$ cat src/sv/dd_odo_pkg.sv
// shared types, constants and tables for the odometry integrator
// no dependencies; used by the controller, datapath and top level
`timescale 1ns / 1ps
`default_nettype none

package dd_odo_pkg;

    localparam int CORDIC_ITERS = 16;
    localparam int CNT_W        = 5;

    localparam logic [CNT_W-1:0] ITER_LAST = CNT_W'(CORDIC_ITERS - 1);

    localparam logic [31:0] LIN_GAIN_RST = 32'd191898783;
    localparam logic [31:0] ANG_GAIN_RST = 32'd770688920;
    localparam logic [33:0] CORDIC_START = 34'sd652032874;
    localparam logic [33:0] HEAD_SCALE   = 34'd44798134;
    localparam logic [21:0] US_PER_S     = 22'd1000000;
    localparam logic [21:0] US_PER_S2    = 22'd2000000;
    localparam logic [50:0] US_HALF      = 51'd500000;
    // floor(2^52 / 10^6), applied to the dividend with its low 20 bits dropped
    localparam logic [33:0] RECIP_US     = 34'd4503599627;

    localparam logic [7:0] REG_LIN_GAIN = 8'd0;
    localparam logic [7:0] REG_ANG_GAIN = 8'd1;

    localparam logic [4:0] OP_NONE = 5'd0;
    localparam logic [4:0] OP_LOAD = 5'd1;
    localparam logic [4:0] OP_CORD = 5'd2;
    localparam logic [4:0] OP_M0   = 5'd3;
    localparam logic [4:0] OP_M1   = 5'd4;
    localparam logic [4:0] OP_M2   = 5'd5;
    localparam logic [4:0] OP_M3   = 5'd6;
    localparam logic [4:0] OP_M4   = 5'd7;
    localparam logic [4:0] OP_M5   = 5'd8;
    localparam logic [4:0] OP_M6   = 5'd9;
    localparam logic [4:0] OP_M7   = 5'd10;
    localparam logic [4:0] OP_M8   = 5'd11;
    localparam logic [4:0] OP_HEAD = 5'd12;
    localparam logic [4:0] OP_Q0   = 5'd13;
    localparam logic [4:0] OP_Q1   = 5'd14;
    localparam logic [4:0] OP_Q2   = 5'd15;
    localparam logic [4:0] OP_Q3   = 5'd16;
    localparam logic [4:0] OP_Q4   = 5'd17;
    localparam logic [4:0] OP_Q5   = 5'd18;
    localparam logic [4:0] OP_DONE = 5'd19;

    typedef struct packed {
        logic [4:0]       op;
        logic [CNT_W-1:0] iter;
    } cmd_t;

    typedef struct packed {
        logic out_blocked;
    } status_t;

    function automatic logic [31:0] atan_bam(input logic [CNT_W-1:0] i);
        logic [31:0] v;
        unique case (i)
            5'd0:  v = 32'd536870912;
            5'd1:  v = 32'd316933406;
            5'd2:  v = 32'd167458907;
            5'd3:  v = 32'd85004756;
            5'd4:  v = 32'd42667331;
            5'd5:  v = 32'd21354465;
            5'd6:  v = 32'd10679838;
            5'd7:  v = 32'd5340245;
            5'd8:  v = 32'd2670163;
            5'd9:  v = 32'd1335087;
            5'd10: v = 32'd667544;
            5'd11: v = 32'd333772;
            5'd12: v = 32'd166886;
            5'd13: v = 32'd83443;
            5'd14: v = 32'd41722;
            5'd15: v = 32'd20861;
            5'd16: v = 32'd10430;
            5'd17: v = 32'd5215;
            5'd18: v = 32'd2608;
            5'd19: v = 32'd1304;
            5'd20: v = 32'd652;
            5'd21: v = 32'd326;
            5'd22: v = 32'd163;
            5'd23: v = 32'd81;
            5'd24: v = 32'd41;
            5'd25: v = 32'd20;
            5'd26: v = 32'd10;
            5'd27: v = 32'd5;
            5'd28: v = 32'd3;
            5'd29: v = 32'd1;
            5'd30: v = 32'd1;
            default: v = 32'd0;
        endcase
        return v;
    endfunction

endpackage

`default_nettype wire

$ cat src/sv/dd_odo_ctrl.sv
// sequencer for the odometry integrator: one item at a time
// depends on dd_odo_pkg
`timescale 1ns / 1ps
`default_nettype none

module dd_odo_ctrl (
    input  wire logic                clk,
    input  wire logic                rst_n,
    input  wire logic                in_valid,
    output logic                     in_stall,
    input  wire dd_odo_pkg::status_t status,
    output dd_odo_pkg::cmd_t         cmd
);

    localparam logic [4:0] S_IDLE = 5'd0;
    localparam logic [4:0] S_CORD = 5'd1;
    localparam logic [4:0] S_M0   = 5'd2;
    localparam logic [4:0] S_M1   = 5'd3;
    localparam logic [4:0] S_M2   = 5'd4;
    localparam logic [4:0] S_M3   = 5'd5;
    localparam logic [4:0] S_M4   = 5'd6;
    localparam logic [4:0] S_M5   = 5'd7;
    localparam logic [4:0] S_M6   = 5'd8;
    localparam logic [4:0] S_M7   = 5'd9;
    localparam logic [4:0] S_M8   = 5'd10;
    localparam logic [4:0] S_HEAD = 5'd11;
    localparam logic [4:0] S_Q0   = 5'd12;
    localparam logic [4:0] S_Q1   = 5'd13;
    localparam logic [4:0] S_Q2   = 5'd14;
    localparam logic [4:0] S_Q3   = 5'd15;
    localparam logic [4:0] S_Q4   = 5'd16;
    localparam logic [4:0] S_Q5   = 5'd17;
    localparam logic [4:0] S_DONE = 5'd18;

    logic [4:0]                   state_reg, state_next;
    logic [dd_odo_pkg::CNT_W-1:0] cnt_reg, cnt_next;

    assign in_stall = (state_reg != S_IDLE);

    always_comb
    begin
        state_next = state_reg;
        cnt_next   = cnt_reg;
        cmd.op     = dd_odo_pkg::OP_NONE;
        cmd.iter   = cnt_reg;
        unique case (state_reg)
            S_IDLE:
            begin
                if (in_valid)
                begin
                    cmd.op     = dd_odo_pkg::OP_LOAD;
                    cnt_next   = '0;
                    state_next = S_CORD;
                end
            end
            S_CORD:
            begin
                cmd.op   = dd_odo_pkg::OP_CORD;
                cnt_next = cnt_reg + 1'b1;
                if (cnt_reg == dd_odo_pkg::ITER_LAST)
                begin
                    state_next = S_M0;
                end
            end
            S_M0: begin cmd.op = dd_odo_pkg::OP_M0; state_next = S_M1; end
            S_M1: begin cmd.op = dd_odo_pkg::OP_M1; state_next = S_M2; end
            S_M2: begin cmd.op = dd_odo_pkg::OP_M2; state_next = S_M3; end
            S_M3: begin cmd.op = dd_odo_pkg::OP_M3; state_next = S_M4; end
            S_M4: begin cmd.op = dd_odo_pkg::OP_M4; state_next = S_M5; end
            S_M5: begin cmd.op = dd_odo_pkg::OP_M5; state_next = S_M6; end
            S_M6: begin cmd.op = dd_odo_pkg::OP_M6; state_next = S_M7; end
            S_M7: begin cmd.op = dd_odo_pkg::OP_M7; state_next = S_M8; end
            S_M8: begin cmd.op = dd_odo_pkg::OP_M8; state_next = S_HEAD; end
            S_HEAD: begin cmd.op = dd_odo_pkg::OP_HEAD; state_next = S_Q0; end
            S_Q0: begin cmd.op = dd_odo_pkg::OP_Q0; state_next = S_Q1; end
            S_Q1: begin cmd.op = dd_odo_pkg::OP_Q1; state_next = S_Q2; end
            S_Q2: begin cmd.op = dd_odo_pkg::OP_Q2; state_next = S_Q3; end
            S_Q3: begin cmd.op = dd_odo_pkg::OP_Q3; state_next = S_Q4; end
            S_Q4: begin cmd.op = dd_odo_pkg::OP_Q4; state_next = S_Q5; end
            S_Q5: begin cmd.op = dd_odo_pkg::OP_Q5; state_next = S_DONE; end
            S_DONE:
            begin
                if (!status.out_blocked)
                begin
                    cmd.op     = dd_odo_pkg::OP_DONE;
                    state_next = S_IDLE;
                end
            end
            default: state_next = S_IDLE;
        endcase
    end

    always_ff @(posedge clk or negedge rst_n)
    begin
        if (!rst_n)
        begin
            state_reg <= S_IDLE;
            cnt_reg   <= '0;
        end
        else
        begin
            state_reg <= state_next;
            cnt_reg   <= cnt_next;
        end
    end

endmodule

`default_nettype wire

$ cat config.mk
export PLATFORM = sky130hd
export DESIGN_NAME = dd_odo_ctrl
export DESIGN_NICKNAME = d
export VERILOG_FILES = /design/src/sv/dd_odo_pkg.sv /design/src/sv/dd_odo_ctrl.sv
export SDC_FILE = /design/constraint.sdc
export NUM_CORES = 1
export LEC_CHECK = 0
export ABC_CLOCK_PERIOD_IN_PS = 3700
export BUFFER_PORTS_ARGS = -buffer_cell sky130_fd_sc_hd__buf_2
export CORE_AREA = 2 2 39 41
export DETAILED_ROUTE_END_ITERATION = 6
export DIE_AREA = 0 0 41 43
export PLACE_DENSITY = 0.71
export SLEW_MARGIN = 5
export SYNTH_ARGS = -nofsm -noshare
export SYNTH_HDL_FRONTEND = slang
export SYNTH_SLANG_ARGS = --single-unit
$ cat constraint.sdc
create_clock -name clk -period 3.7 [get_ports clk]
set_clock_uncertainty 0.1 [all_clocks]
set_input_delay 0.185 -clock clk [delete_from_list [all_inputs] [get_ports clk]]
set_output_delay 0.185 -clock clk [all_outputs]
set_load 0.01 [all_outputs]
## Word-level counts from Yosys, hierarchy flattened

Index checks and enable logic that the tools add are counted.

| cells by class | value |
|---|---|
| multiplexer cells | 9 |
| reduce and logical (&&, ||, !) cells | 5 |
| equal/unequal tests | 22 |
| $add $sub $neg | 1 |

Operators with widths:

| operator | number |
|---|---|
| 5-bit case mux with 19 select lines | 2 |
| 5-bit by 4-bit equality test with 1-bit output, second input constant | 9 |
| 5-bit two-way mux | 5 |
| 5-bit by 3-bit equality test with 1-bit output, second input constant | 4 |
| 5-bit equality test, second input constant | 3 |
| 5-bit by 2-bit equality test with 1-bit output, second input constant | 2 |
| 5-bit case mux with 2 select lines | 1 |
| 2-bit inequality test, second input constant | 3 |
| 5-bit by 1-bit adder with 5-bit output, second input constant | 1 |
| 5-bit by 1-bit equality test with 1-bit output, second input constant | 1 |
| 5-bit zero test | 1 |
| 5-bit nonzero test | 1 |
| 3-bit AND reduction | 1 |
| 2-bit AND reduction | 1 |
| 2-bit nonzero test | 1 |
| 1-bit two-way mux | 1 |

| word-level totals | value |
|---|---|
| bits of input ports | 4 |
| bits in registers | 10 |
| output and inout port bits | 11 |
| word-level logic and storage cells | 39 |

## Depth between registers and ports, before layout

| depth | value |
|---|---|
| depth after elaboration | 3 |
| depth in mapped cells | 6 |
| gate-level depth less buffers | 6 |

## Least setup slack after synthesis

OpenSTA, ideal clock, no wires.

| path | value |
|---|---|
| path kind | register to register |
| start point | reg cnt_reg[0] (netlist bit) |
| end point | reg state_reg[1] |
| path buffers | 0 |
| required time | 3.458 ns |
| data arrival time | 1.581 ns |
| stages on the path, launching flop included | 7 |
| library setup time | 0.142 ns |
| path slack | 1.877 ns |
| clock period less this slack | 1.823 ns |
| cell sequence | dfrtp_1 ha_1 and3_1 ha_1 or4_1 a21oi_1 a221oi_1 |

| between the ends | value |
|---|---|
| cells in the longest elaborated chain, start to end | 3 |

RTL lines:

| what | line | text |
|---|---|---|
| start: declaration | dd_odo_ctrl.sv:36 | `logic [dd_odo_pkg::CNT_W-1:0] cnt_reg, cnt_next;` |
| start signal: assignment | dd_odo_ctrl.sv:103 | `cnt_reg <= cnt_next;` |
| 5-bit by 4-bit equality test with 1-bit output | dd_odo_ctrl.sv:60 | `if (cnt_reg == dd_odo_pkg::ITER_LAST)` |
| 2-bit inequality test (no line) | -- |  |
| 3-bit AND reduction (no line) | -- |  |
| end signal: assignment | dd_odo_ctrl.sv:102 | `state_reg <= state_next;` |
| end: declaration | dd_odo_ctrl.sv:35 | `logic [4:0] state_reg, state_next;` |

Every way passes these cells.
A chain may end at the register's enable or synchronous reset.

## Worst setup path after layout

Same ends and word-level chain as after synthesis.

==> metrics.md <==
| Metric | Value |
|---|---|
| Status | finished, final reports clean |
| Tmin final | around 1.9 ns |
| Tcrit/Tclk final | between 50% and 60% |
| Critical path type | flip-flop to flip-flop |
| WP data arrival | 1.88 ns |
| CP delay by family, top | simple AND/OR/NAND/NOR gates |
| Ys Warns | 0 |
| Layout cells sized above 1 | 27.2% |
| Crit Path Max Fanout | 5 |
| HP Class | primary input to flip-flop |
| Skew-Pair Late Insertion Delay | 0.27 ns |
| CP max stage cell | dfrtp_1 |
| Syn Inst Count | 65 |
| Routed len/inst | approximately 12 um |
| RSZ-0062 raised after global routing | no |
| Tot GR Track Use | about 16% |
| Overall power | approximately 700 uW |
| Library cells used by synthesis | 32 |
| Largest cells by area after synthesis | dfrtp_1, nor2_1, ha_1 |
| Starting density of the core | 44.8% |
| Drt via density | roughly 5.6 |
| Area delta synth->final | 19.8% |
| Synthesized area | 619 um2 |
| Largest family of logic cells by synthesized area | simple AND/OR/NAND/NOR gates |
| Clk slew on worst S/H paths | 0.06 ns |
| Clock buffer depth | 2 |
| Gp weighted congestion | about 0.71 |
| Final hold violation count | 0 |
| Hpwl dp | between 800 and 900 um |
| Synthesized Nets | 71 |
| Cell mode on critical path | ha_1 |
| Post-synthesis mux area share | 0% |
| Syn_area_per_cell | 9.53 um2 |
| Die H | around 43 um |
| Ant diodes | 0 |
| Startpoint Class | flip-flop |
| Final Max Tran Viols | 0 |
| Final setup violating endpoints | 0 |
| Clock sink total | 10 |
| Worst path required time | roughly 3.7 ns |
| Vias in the first global route | between 400 and 500 |
| Slew @ Worst Pin | just under 0.5 ns |
| Post-synthesis sequential area ratio | approximately two fifths |
| Power per cell area | around 940 nW/um2 |
| Number of iterations in the first detailed-routing pass | 4 |
| First-pass GRT wire length | 1.89 mm |
| Crit path buf inv count | 0 |
| EDFF count, synth | 0 |
| Cts repair resizes | 0 |
| Post-route ant nets | 0 |
| Port Buf Inserts | 14 |
| Main synth FF type | dfrtp_1 |
| Antenna violations before repair | 0 |
| Slew headroom | between 60 and 70% |
| Synth Area in Adders | 4.04% |
| Delay of the slowest critical-path stage | 0.41 ns |
| Ports | 15 |
| Routed WL | approximately 1.2 mm |
| CP Cell Sequence | ha_1 > and3_1 > ha_1 > or4_1 > a21oi_1 > a221oi_1 |
| TNS Setup | 0 ns |
| Initial DRC count | 14 |
| Compound-Gate Fraction of Synth Area | a little over a fifth |
| Max_cap viols | 0 |
| Most frequent cells in the layout | buf_2, dfrtp_1, nor2_1, nand2_1, inv_1 |
| Final #Nets | slightly below 90 |
| Largest net degree at the start of global routing | 16 |
| Commonest non-fill, non-tap cell in the layout | buf_2 |
| Yosys top cell by area | dfrtp_1 |
| Core Footprint | around 1400 um2 |
| Post-Synth XOR/XNOR Area | between 4 and 5% |
| Placement Rows | 14 |
| Yosys top cell area share | about 40% |
| CTS tree | done |
| Static leakage | 0.000340 uW |
| Synth Area in Simple Gates | 25.9% |
| Worst hold slack | around 0.19 ns |
| FF+latch count, synth | 10 |
| Die area | between 1500 and 2000 um2 |
| Peak VDD IR | 0.459 mV |
| Total number of vias | between 500 and 600 |
| Worst Setup End Kind | flip-flop |
| Total congestion overflow | 0 |
| Die W | 41 um |
| FFs w/ async S/R, synth | 100% |
| Root Buffer | clkbuf_4 |
| Final Util | a little over half |
| CTS H-tree depth | 1 |
| Peak Freq | ~540 MHz |
| Number of remaining DRC errors | 0 |
| Number of CTS-inserted buffers | 3 |
-- synthesized netlist by cell type (2+ instances only) --
| library cell | n |
|---|---|
| dfrtp_1 | 10 |
| nor2_1 | 7 |
| inv_1 | 4 |
| nand2_1 | 4 |
| a21oi_1 | 3 |
| o21ai_1 | 3 |
| a21o_1 | 2 |
| a31o_1 | 2 |
| and3_1 | 2 |
| buf_2 | 2 |
| ha_1 | 2 |
| nand2b_1 | 2 |
| nand3_1 | 2 |
| xor2_1 | 2 |
-- per-stage QoR --
step | cell area [um2] | worst slack (ns) | instances
global route | 742 | 1.72 | 97
global placement | 696 | 1.88 | 92
floorplan | 619 | 1.88 | 65
finish | 742 | 1.85 | 97
CTS | 742 | 1.85 | 97
detailed placement | 696 | 1.87 | 92
-- worst reg2reg max path: stages, from the launching register on --
cell	delay, ns
dfrtp_1	0.41
ha_1	0.23
and3_1	0.19
ha_1	0.18
or4_1	0.39
a21oi_1	0.15
a221oi_1	0.06
-- area by class of cell --
cell class / instances / area [um2]
Fill cell: 132 / 642
Multi-Input combinational cell: 48 / 340
Sequential cell: 10 / 250
Timing Repair Buffer: 15 / 80.1
Clock buffer: 4 / 36.3
Tap cell: 16 / 20.0
Inverter: 4 / 15.0
-- path summary, 6_finish.rpt --
check,from,endpoint,slack [ns],depth (start not counted)
max,cnt_reg[0],state_reg[1],1.85,6
min,status,state_reg[1],0.19,3
max reg2reg,cnt_reg[0],state_reg[1],1.85,6
min reg2reg,cnt_reg[4],cnt_reg[4],0.44,1
max in group asynchronous,rst_n,cnt_reg[4],3.10,2
min in group asynchronous,rst_n,cnt_reg[2],0.21,2
-- routing by layer --
layer	vias up	track usage [%]	share of wire (%)	routed length (um)
met1	260	21.2	48	571
li1	271	-	-	-
met2	16	21.6	46	550
met3	0	9.42	5.6	67
met4	0	6.00	0	0
met5	-	0	0	0
-- logic make-up (layout without fill, tap and decap cells) --
family,count (synthesis),in the layout
fa+ha+maj,2,2
flops,10,10
simple gates,25,25
xor+xnor,3,3
compound gates,18,18
buf+inv,7,23
-- power breakdown --
group | switching, uW | leakage, uW | internal (uW)
registers | 102 | 0.000121 | 156
logic | 174 | 0.000198 | 168
clock network | 38.7 | 0.0000210 | 59.8
total | 314 | 0.000340 | 383
-- timing repair --
item                      CTS  global route
hold endpoints to repair   10             0
hold buffers                1             0
setup buffers               0             0
(Power assumes the default switching activity.)
